==> config.mk <==
export PLATFORM = sky130hd
export DESIGN_NAME = bia_ctrl
export DESIGN_NICKNAME = d
export VERILOG_FILES = /design/src/bia_pkg.sv /design/src/bia_ctrl.sv
export VERILOG_INCLUDE_DIRS = /design/src /design/src/src
export SDC_FILE = /design/constraint.sdc
export NUM_CORES = 1
export LEC_CHECK = 0
export ABC_AREA = 1
export BUFFER_PORTS_ARGS = -buffer_cell sky130_fd_sc_hd__buf_2
export CORE_AREA = 2 2 39 41
export DETAILED_ROUTE_END_ITERATION = 10
export DIE_AREA = 0 0 41 43
export GPL_TIMING_DRIVEN = 1
export PLACE_DENSITY = 0.57
export SYNTH_ARGS = -nofsm -noshare
export SYNTH_HDL_FRONTEND = slang
export SYNTH_SLANG_ARGS = --single-unit
==> constraint.sdc <==
create_clock -name clk -period 1.25 [get_ports clk]
set_clock_uncertainty 0.2 [all_clocks]
set_input_delay 0.125 -clock clk [delete_from_list [all_inputs] [get_ports clk]]
set_output_delay 0.125 -clock clk [all_outputs]
set_load 0.1 [all_outputs]
==> src/budgeted_identity_admission_top_defines.svh <==
// Assertion macros shared by the admission block RTL.
// Depends on nothing; users must have clk and rst_n in scope.
`ifndef BUDGETED_IDENTITY_ADMISSION_TOP_DEFINES_SVH
`define BUDGETED_IDENTITY_ADMISSION_TOP_DEFINES_SVH

// cond must hold whenever ante holds, same cycle
`define BIA_ASSERT_SAME(lbl, ante, cond) \
    lbl: assert property (@(posedge clk) disable iff (!rst_n) (ante) |-> (cond)) \
        else $error("bia assertion failed");

// cond must hold in the cycle after ante
`define BIA_ASSERT_NEXT(lbl, ante, cond) \
    lbl: assert property (@(posedge clk) disable iff (!rst_n) (ante) |=> (cond)) \
        else $error("bia assertion failed");

// cond must never hold
`define BIA_ASSERT_NEVER(lbl, cond) \
    lbl: assert property (@(posedge clk) disable iff (!rst_n) !(cond)) \
        else $error("bia assertion failed");

`endif

==> src/bia_pkg.sv <==
// Shared constants, codes and controller/datapath types for the admission block.
// No dependencies.
package bia_pkg;

    localparam int TABLE_SLOTS = 256;
    localparam int PROBE_LIMIT = 8;
    localparam int MAX_KIND    = 3;
    localparam int CONSUMERS   = 4;
    localparam int BUDGET_MAX  = 64;

    localparam int SHIFT_A = 7;
    localparam int SHIFT_B = 15;

    localparam int REQ_W    = 2;
    localparam int OBJ_W    = 32;
    localparam int KIND_W   = 3;
    localparam int CTX_W    = 2;
    localparam int CONS_W   = 3;
    localparam int BUDGET_W = 7;
    localparam int SALT_W   = 32;
    localparam int CFG_IDX_W  = 2;
    localparam int CFG_DATA_W = 32;

    localparam int SLOT_W = $clog2(TABLE_SLOTS);
    localparam int CNT_W  = (PROBE_LIMIT > 1) ? $clog2(PROBE_LIMIT) : 1;
    localparam int CIDX_W = $clog2(CONSUMERS);
    localparam int USED_W = $clog2(BUDGET_MAX + 1);

    localparam logic [BUDGET_W-1:0] BUDGET_RST = BUDGET_W'(8);
    localparam logic [SALT_W-1:0]   SALT_RST   = 32'd2654435761;

    typedef enum logic [REQ_W-1:0] {
        REQ_DRAW  = 2'd0,
        REQ_QUERY = 2'd1,
        REQ_TICK  = 2'd2,
        REQ_NONE  = 2'd3
    } req_code_t;

    typedef enum logic [CTX_W-1:0] {
        CTX_NONE   = 2'd0,
        CTX_REFL   = 2'd1,
        CTX_SHADOW = 2'd2,
        CTX_RSVD   = 2'd3
    } ctx_code_t;

    localparam logic [CFG_IDX_W-1:0] CFG_ENABLE = 2'd0;
    localparam logic [CFG_IDX_W-1:0] CFG_BUDGET = 2'd1;
    localparam logic [CFG_IDX_W-1:0] CFG_SALT   = 2'd2;

    typedef struct packed {
        logic [OBJ_W-1:0]     obj;
        logic [KIND_W-1:0]    kind;
        logic [CONSUMERS-1:0] mask;
        logic                 adm;
    } slot_t;

    // controller -> datapath
    typedef struct packed {
        logic cap;         // capture request
        logic hash;        // form home slot, apply frame tick
        logic rd;          // read slot at probe address
        logic probe_next;  // advance probe
        logic commit;      // hit or claim: update slot and result
        logic ovf;         // probe limit reached
        logic load_out;    // move result to output register
    } bia_cmd_t;

    // datapath -> controller
    typedef struct packed {
        logic need_lookup;
        logic slot_empty;
        logic slot_match;
        logic probe_last;
        logic out_free;
    } bia_sts_t;

endpackage

==> src/bia_ctrl.sv <==
// Request sequencer: capture, hash, probe loop, commit, result hand-off.
// Depends on bia_pkg and the assertion macro header.
`include "budgeted_identity_admission_top_defines.svh"

module bia_ctrl (
    input  logic              clk,
    input  logic              rst_n,
    input  logic              in_valid,
    output logic              in_ready,
    input  bia_pkg::bia_sts_t sts,
    output bia_pkg::bia_cmd_t cmd
);
    import bia_pkg::*;

    typedef enum logic [4:0] {
        ST_IDLE = 5'b00001,
        ST_HASH = 5'b00010,
        ST_RD   = 5'b00100,
        ST_CHK  = 5'b01000,
        ST_DONE = 5'b10000
    } state_t;

    state_t state_reg;
    state_t state_next;

    assign in_ready = (state_reg == ST_IDLE);

    always_comb
    begin
        state_next = state_reg;
        cmd        = '0;
        unique case (state_reg)
            ST_IDLE:
            begin
                if (in_valid)
                begin
                    cmd.cap    = 1'b1;
                    state_next = ST_HASH;
                end
            end
            ST_HASH:
            begin
                cmd.hash   = 1'b1;
                state_next = sts.need_lookup ? ST_RD : ST_DONE;
            end
            ST_RD:
            begin
                cmd.rd     = 1'b1;
                state_next = ST_CHK;
            end
            ST_CHK:
            begin
                if (sts.slot_empty || sts.slot_match)
                begin
                    cmd.commit = 1'b1;
                    state_next = ST_DONE;
                end
                else if (sts.probe_last)
                begin
                    cmd.ovf    = 1'b1;
                    state_next = ST_DONE;
                end
                else
                begin
                    cmd.probe_next = 1'b1;
                    state_next     = ST_RD;
                end
            end
            ST_DONE:
            begin
                if (sts.out_free)
                begin
                    cmd.load_out = 1'b1;
                    state_next   = ST_IDLE;
                end
            end
            default:
            begin
                state_next = ST_IDLE;
            end
        endcase
    end

    always_ff @(posedge clk or negedge rst_n)
    begin
        if (!rst_n)
        begin
            state_reg <= ST_IDLE;
        end
        else
        begin
            state_reg <= state_next;
        end
    end

    `BIA_ASSERT_NEVER(a_commit_vs_step, cmd.commit && (cmd.probe_next || cmd.ovf))
    `BIA_ASSERT_NEXT(a_read_then_check, state_reg == ST_RD, state_reg == ST_CHK)
    `BIA_ASSERT_SAME(a_load_needs_room, cmd.load_out, sts.out_free)

endmodule

Yosys cells after proc, flatten, opt, wreduce, memory -nomap -nowiden. Cells that the tools add are included.

Mux-type cells: 18. Shift operators: 0. Equal/unequal tests: 7. Bitwise operators: 0. Reduce and logical (&&, ||, !) cells: 2. Add/sub/neg operators: 0. Multipliers: 0. Magnitude comparators: 0. Div/mod/pow operators: 0.

Operator list (count): $mux W5 (5); $pmux W5 S5 (1); $mux W1 (11); $eq A5 B1 Y1 const B (1); $eq A5 B2 Y1 const B (1); $eq A5 B3 Y1 const B (1); $eq A5 B4 Y1 const B (1); $eq A5 B5 Y1 const B (1); $ne A2 B2 Y1 const B (2); $mux W3 (1); $reduce_and A2 Y1 (1); $logic_or A1 B1 Y1 (1).

Word-level logic and storage cells: 28. Output and inout port bits: 8. Bits in latches: 0. Register bits: 5. Bits in writable memories: 0. Input port bits: 8. ROM bits: 0. Memories kept: 0.

Depth between registers and ports, before layout. Gate-level depths: netlist of run 1.

Depth in word-level cells: 3. Gate-level depth with buffers: 7. Depth with buffers taken out: 7.

Least setup slack after synthesis of run 1. No wires, ideal clock.

Path kind: reg-to-output. From: register state_reg[1]. To: output port cmd[1] in the netlist's numbering. Path slack: -1.416 ns. Arrival: 2.341 ns. Path buffers: 0. Cell stages (with the launch flop): 4. Data required time: 0.925 ns. Path through: dfrtp_1 > nor2_2 > nand3_2 > nor4_2.

RTL lines: start: declaration (line bia_ctrl.sv:23) `state_t state_reg;`; start signal: assignment (line bia_ctrl.sv:92) `state_reg <= state_next;`; end: declaration (line bia_ctrl.sv:11) `output bia_pkg::bia_cmd_t cmd`.

==> flow_summary.toml, run 1 <==
[status]
status = "finished with violations"
violations = "negative setup slack"

[yosys]
yosys.cell_types.count = 14
synthCells = 49
ys_warn_count = 0
syn_area_sq_um = 336.6
avgSynthCellArea_sq_um = 6.869
seq_area_frac_synth_pct = 37.55
syn-num-nets = 57
synth_seq_cells = 5

[floorplan]
die_width_um = 41
ios = 16
coreArea_sq_um = 1384
die_h_um = 43
die-area_sq_um = 1763
rows = 14
start_util_pct = 24.32

[sta]
timing.final.crit_period_ps = 1727
rsz0062_at_grt = "true"
fmax_mhz = 579.1
timing.hold.ws_ps = 7.573
setup_viol = 12
finalWorstSetupSlack_ps = -476.7
max_slew_margin_pct = 82.73
period_share_pct = 138.1
tightest_slew_ps = 257.1
hold_viol = 0
maxSlewViolCount = 0

[critical_path]
critPathRequiredTime_ps = 930
reg2reg_depth = 8
start_kind = "register"
r2r_slack_ps = -200
path_max_fanout = 4
crit_path_end_kind = "output pin"
critPathKind = "reg2out"
critPathArrivalTime_ps = 1400

[final_layout]
fin_cells = 98
final_cell_mix = "9 x nor2_4, 8 x buf_12, 8 x buf_4"
drive_gt1_share_pct = 64.63
final_cell_area_sq_um = 822.0
final_common_cell = "nor2_4"
insertedDiodeCount = 0
fillCellCount = 118
nets = 91
largest_reg_flops = 5
synthToLayoutAreaGrowth_pct = 144.2

[pwr]
vdd.ir_drop.worst_uv = 2362
total_power_mw = 1.809
cellLeakagePower_nw = 0.3618
power.density_nw_per_um2 = 2200

[place]
place_ws_ps = -322.8
dpl_cell_area_sq_um = 646.9
dp_hpwl_um = 674.2
place_congestion = 0.7855
dp.cells = 85
numPortBuffers = 15

[global_route]
grt_use_total_pct = 13.02
grt_overflow = 0
grt_first_pass_wirelength_mm = 1.531
grt_pass1_vias = 405
grt_max_degree = 7
antenna_found_initial = 0

[route]
drt_wl_total_mm = 1.035
wl_per_cell_um = 10.56
drcViolationCount = 0
ant_nets = 0
first_pass_iters = 5
via_per_inst = 4.265
dr.first_iter.drc_count = 6
num_vias = 418

[min_path]
hp-class = "in2reg"
min_path_cells = 4

[clock_tree]
htree_levels = 1
cts_buffers = 3
cts_tree = "built"
max-clock-path-buffers = 2
cts_root_buffer = "clkbuf_4"
clk_pin_slew_ps = 40
cts.sinks = 5
insertion_delay_ps = 240

[job]
max_cap_viol_count = 0
[cell type report]
cell class                 count  area [sq um]  area share [%]
timing repair buffer          29         319.1           38.81
multi-input combinational     31         267.8           32.57
sequential                     5         128.9           15.68
inverter                      13         60.06           7.306
clock buffer                   4         26.28           3.196
tap                           16         20.02           2.435
[cell families after synthesis]
| logic type | Yosys count | synth area share [%] |
|---|---|---|
| flip-flops | 5 | 37.55 |
| buffers and inverters | 13 | 14.50 |
| AO/OA/AOI/OAI | 2 | 3.717 |
| AND/OR/NAND/NOR | 29 | 44.24 |
[critical path: stages, from the launching register on]
cell and delay (ps):
dfstp_2 570, nor2_4 70, buf_4 130, nand3_2 100, clkinvlp_4 110, buf_12 170
[power by group]
part | switching, mW | leakage [nW] | internal, mW
combinational | 0.810 | 0.285 | 0.531
clock | 0.0677 | 0.0150 | 0.121
sequential | 0.0547 | 0.0621 | 0.225
[repair_timing]
item / 4_1_cts / 5_1_grt
gates cloned: 0 / 0
resized for setup: 10 / 9
buffers inserted: 2 / 4
hold endpoints to repair: 8 / 0
hold buffers: 3 / 0
pin swaps: 5 / 7
setup endpoints to repair: 12 / 12
[Yosys cell counts]
cell,number,area [sq um]
dfrtp_1,4,100.1
nor2_4,1,11.26
inv_1,12,45.04
nor2_2,2,12.51
nand4_1,3,18.77
nand3_1,4,20.02
o211ai_1,1,7.510
nand2_1,7,26.28
dfstp_2,1,26.28
nor4_2,1,12.51
o21ai_0,1,5.000
inv_2,1,3.750
nand3_2,1,10.01
nor2_1,10,37.54
[stage by stage]
step | utilization [%] | TNS [ps]
after CTS | 54.25 | -4061
after global placement | 46.75 | -2205
after global routing | 59.40 | -4578
final | 59.40 | -3852
after floorplan | - | -3918
after detailed placement | 46.75 | -2238
[routing by layer]
layer / global-route usage [%] / vias up / wire length, um
li1: - / 216 / -
met2: 21.88 / 12 / 588
met4: 8.000 / 0 / 14
met3: 2.094 / 2 / 38
met1: 14.05 / 188 / 393
met5: 0 / - / 0
[path summary, 6_finish.rpt]
path,from,endpoint
worst max-delay path,state_reg[0],cmd[4]
worst min-delay path,in_valid,state_reg[0]
worst max register to register,state_reg[0],state_reg[0]
worst min register to register,state_reg[4],state_reg[0]
max in group asynchronous,rst_n,state_reg[0]
min in group asynchronous,rst_n,state_reg[3]
(Power assumes the default switching activity.)
==> run 2, diff against run 1 <==
--- a/config.mk
+++ b/config.mk
@@ -10,2 +10,3 @@
 export BUFFER_PORTS_ARGS = -buffer_cell sky130_fd_sc_hd__buf_2
+export CAP_MARGIN = 10
 export CORE_AREA = 2 2 39 41
==> constraint.sdc (replaced) <==
create_clock -name clk -period 1.25 [get_ports clk]
set_clock_uncertainty 0.2 [all_clocks]
set_input_delay 0.0625 -clock clk [delete_from_list [all_inputs] [get_ports clk]]
set_output_delay 0.0625 -clock clk [all_outputs]
set_load 0.1 [all_outputs]
==> flow_summary.toml, run 2 (synthesized netlist as in run 1, its figures left out) <==
[global_route]
grt_pass1_vias = 408
grt_max_degree = 7
grt_first_pass_wirelength_mm = 1.587
antenna_found_initial = 0
grt_use_total_pct = 13.54
grt_overflow = 0

[sta]
hold_viol = 0
fmax_mhz = 592.1
max_slew_margin_pct = 82.82
finalSetupTns_ps = -3899
timing.hold.ws_ps = 32.50
period_share_pct = 135.1
finalWorstSetupSlack_ps = -438.8
setup_viol = 13
rsz0062_at_grt = "true"
timing.final.crit_period_ps = 1689
maxSlewViolCount = 0
tightest_slew_ps = 255.8

[route]
ant_nets = 0
first_pass_iters = 4
drcViolationCount = 0
drt_wl_total_mm = 1.083
via_per_inst = 4.535
dr.first_iter.drc_count = 14
num_vias = 458
wl_per_cell_um = 10.72

[pwr]
total_power_mw = 1.803
cellLeakagePower_nw = 0.3767
vdd.ir_drop.worst_uv = 1609
power.density_nw_per_um2 = 2123

[final_layout]
nets = 94
drive_gt1_share_pct = 63.53
final_cell_area_sq_um = 849.6
final_cell_mix = "9 x buf_4, 8 x inv_1, 8 x buf_12"
insertedDiodeCount = 0
fillCellCount = 118
synthToLayoutAreaGrowth_pct = 152.4
final_common_cell = "buf_4"
largest_reg_flops = 5

[clock_tree]
clk_pin_slew_ps = 40
max-clock-path-buffers = 2
cts_root_buffer = "clkbuf_4"
htree_levels = 1
cts.sinks = 5
cts_tree = "built"
cts_buffers = 3
insertion_delay_ps = 240

[place]
dp_hpwl_um = 737.7
place_congestion = 0.7202
dpl_cell_area_sq_um = 661.9
numPortBuffers = 15

[critical_path]
reg2reg_depth = 7
worstReg2RegEnd = "state_reg[4]"
r2r_start = "state_reg[0]"
cp-startpoint = "state_reg[0]"
path_max_fanout = 5
critPathKind = "reg2out"
critPathArrivalTime_ps = 1430
start_kind = "register"
critPathRequiredTime_ps = 990
crit_path_end_kind = "output pin"
r2r_slack_ps = -260

[status]
violations = "negative setup slack"
status = "finished with violations"

[floorplan]
start_util_pct = 24.32
ios = 16
die-area_sq_um = 1763
die_width_um = 41
coreArea_sq_um = 1384
die_h_um = 43
rows = 14

[min_path]
hp-class = "in2reg"
min_path_cells = 4
hold_start = "sts[0]"
whs_endpoint = "state_reg[4]"

[job]
max_cap_viol_count = 0
run 2: changes by cell type in the layout (fill, tap and decap cells not counted), sizes merged:
cell | before | now
buf | 26 | 28
dlygate4sd3 | 3 | 4
run 2: through the flow:
stage / worst slack [ps] / utilization [%] / cells
floorplan: -705.2 / - / 49
finish: -438.8 / 61.39 / 101
CTS: -441.8 / 57.41 / 97
global route: -506.4 / 61.39 / 101
detailed placement: -267.1 / 47.83 / 87
global placement: -225.8 / 47.83 / 87
run 2: how the worst max path moves through the flow:
stage	cells after the start	slack, ps	endpoint
2_1_floorplan	3	-710	cmd[1]
3_3_place_gp	5	-230	cmd[6]
3_5_place_dp	5	-270	cmd[6]
4_1_cts	5	-440	cmd[1]
5_1_grt	5	-510	cmd[1]
6_report	5	-440	cmd[1]
run 2: report_power, final:
part	leakage, nW	internal [mW]	switching, mW	total, mW
Sequential	0.0635	0.221	0.0463	0.267
Clock	0.0150	0.120	0.0595	0.180
Combinational	0.298	0.550	0.806	1.36
Total	0.377	0.891	0.912	1.80
run 2: critical path, cell delays in order, from the launching register on:
cell and delay [ps]:
dfstp_2 360, buf_6 110, nor2_4 140, nand3_4 140, nor4_4 210, buf_12 210
run 2: per-layer routing:
layer	global-route usage [%]	routed length, um
met5	0	0
met4	8.000	14
met3	3.665	54
met2	23.13	603
met1	13.44	410
run 2: timing repair:
| action | 4_1_cts | 5_1_grt |
|---|---|---|
| gates cloned | 0 | 0 |
| pin swaps | 6 | 4 |
| resized for setup | 12 | 6 |
| setup endpoints to repair | 12 | 13 |
| endpoints found under the hold margin | 9 | 0 |
| buffers inserted | 2 | 4 |
| hold buffers | 4 | 0 |
run 2: layout make-up:
class	count	area (sq um)	share of cell area [%]
Clock buffer	4	26.28	3.093
Inverter	13	60.06	7.069
Multi-Input combinational cell	31	267.8	31.52
Sequential cell	5	127.6	15.02
Tap cell	16	20.02	2.356
Timing Repair Buffer	32	347.8	40.94
==> run 3, diff against run 2 <==
- PLACE_DENSITY: 0.57 -> 0.55
- clock period: 1.25 -> 1.9 ns (I/O delays scaled with it)
==> flow_summary.toml, run 3 (synthesized netlist as in run 1, its figures left out) <==
[status]
status = "finished, final reports clean"

[final_layout]
fin_cells = 88
largest_reg_flops = 5
final_common_cell = "inv_1"
insertedDiodeCount = 0
synthToLayoutAreaGrowth_pct = 76.95
final_util_pct = 43.04
fillCellCount = 145
final_cell_area_sq_um = 595.6
nets = 81
final_cell_mix = "12 x inv_1, 9 x buf_2, 8 x nor2_1"
drive_gt1_share_pct = 38.89

[floorplan]
die-area_sq_um = 1763
die_width_um = 41
die_h_um = 43
ios = 16
rows = 14
coreArea_sq_um = 1384
start_util_pct = 24.32

[job]
max_cap_viol_count = 0

[route]
via_per_inst = 4.466
num_vias = 393
wl_per_cell_um = 9.205
ant_nets = 0
dr.first_iter.drc_count = 6
first_pass_iters = 2
drt_wl_total_um = 810
drcViolationCount = 0

[sta]
maxSlewViolCount = 0
fmax_mhz = 558.3
timing.final.crit_period_ps = 1791
rsz0062_at_grt = "false"
max_slew_margin_pct = 67.66
finalSetupTns_ps = 0
hold_viol = 0
setup_viol = 0
tightest_slew_ps = 488.4
period_share_pct = 94.27

[clock_tree]
cts_tree = "built"
cts.sinks = 5
insertion_delay_ps = 250
cts_buffers = 3
cts_root_buffer = "clkbuf_4"
clk_pin_slew_ps = 50
htree_levels = 1
max-clock-path-buffers = 2

[place]
dpl_cell_area_sq_um = 525.5
dp_hpwl_um = 665
numPortBuffers = 15
dp.cells = 80
place_congestion = 0.7880

[critical_path]
start_kind = "register"
cp-startpoint = "state_reg[2]"
path_cells = "nor2_4 > nand3_1 > inv_1 > buf_2"
crit_path_max_incr_delay_ps = 430
path_max_fanout = 5
r2r_start = "state_reg[0]"
critPathArrivalTime_ps = 1500
critPathKind = "reg2out"
critPathRequiredTime_ps = 1600
crit_path_end_kind = "output pin"
cp_num_buf_inv = 2
critical-path-slowest-cell = "buf_2"
crit_family = "buffers and inverters"

[pwr]
vdd.ir_drop.worst_uv = 775.3
power.density_nw_per_um2 = 1480
cellLeakagePower_nw = 0.3232

[global_route]
grt_max_degree = 7
grt_overflow = 0
grt_pass1_vias = 349
antenna_found_initial = 0
grt_first_pass_wirelength_mm = 1.345
grt_use_total_pct = 11.97

[min_path]
hp-class = "in2reg"
hold_start = "sts[0]"
==> run 3: power breakdown <==
part,internal [mW],switching (mW),total (mW)
clock,0.0764,0.0480,0.124
sequential,0.145,0.0290,0.174
combinational,0.171,0.412,0.583
==> run 3: timing repair <==
item / CTS / global route
endpoints found under the setup margin: 0 / 1
gates resized for setup: 0 / 1
hold buffers: 4 / 0
buffers inserted: 0 / 0
endpoints found under the hold margin: 9 / 0
==> run 3: layer usage <==
layer	wire length [um]	vias to the layer above	share of wire, %	track usage (%)
met5	0	-	0	0
met4	36	0	4.4	12.00
met3	54	4	6.7	4.188
met2	391	16	48	18.44
met1	327	176	40	11.00
li1	-	197	-	-
==> run 3: layout make-up <==
cell class                 count  area (sq um)  share of cell area, %
timing repair buffer          19         192.7                  32.35
multi-input combinational     31         180.2                  30.25
sequential                     5         126.4                  21.22
inverter                      13         48.80                  8.193
clock buffer                   3         22.52                  3.782
tap                           16         20.02                  3.361
clock inverter                 1         5.005                 0.8403
==> run 3: path summary, 6_finish.rpt <==
| kind | end | slack [ps] | cells after the start |
|---|---|---|---|
| worst max register to register | state_reg[0] | 490 | 7 |
| min in group asynchronous | state_reg[0] | 120 | 2 |
| worst min-delay path | state_reg[4] | 9 | 4 |
| max in group asynchronous | state_reg[4] | 750 | 3 |
| worst max-delay path | cmd[5] | 110 | 4 |
| worst min register to register | state_reg[0] | 410 | 3 |
==> run 3: worst min-delay path: stages <==
cell and delay [ps]:
buf_2 70, inv_1 40, nand4_1 100, o211ai_1 90
==> run 3: stage by stage <==
step / hold slack (ps) / power (mW) / setup WS [ps]
finish: 8.881 / 0.8814 / 108.8
global route: 29.71 / 0.9322 / 38.05
CTS: 12.88 / 0.8865 / 79.64
detailed placement: -282.3 / 0.7524 / 353.4
global placement: -283.9 / 0.7476 / 356.3
floorplan: -400.6 / 0.5845 / -386.7
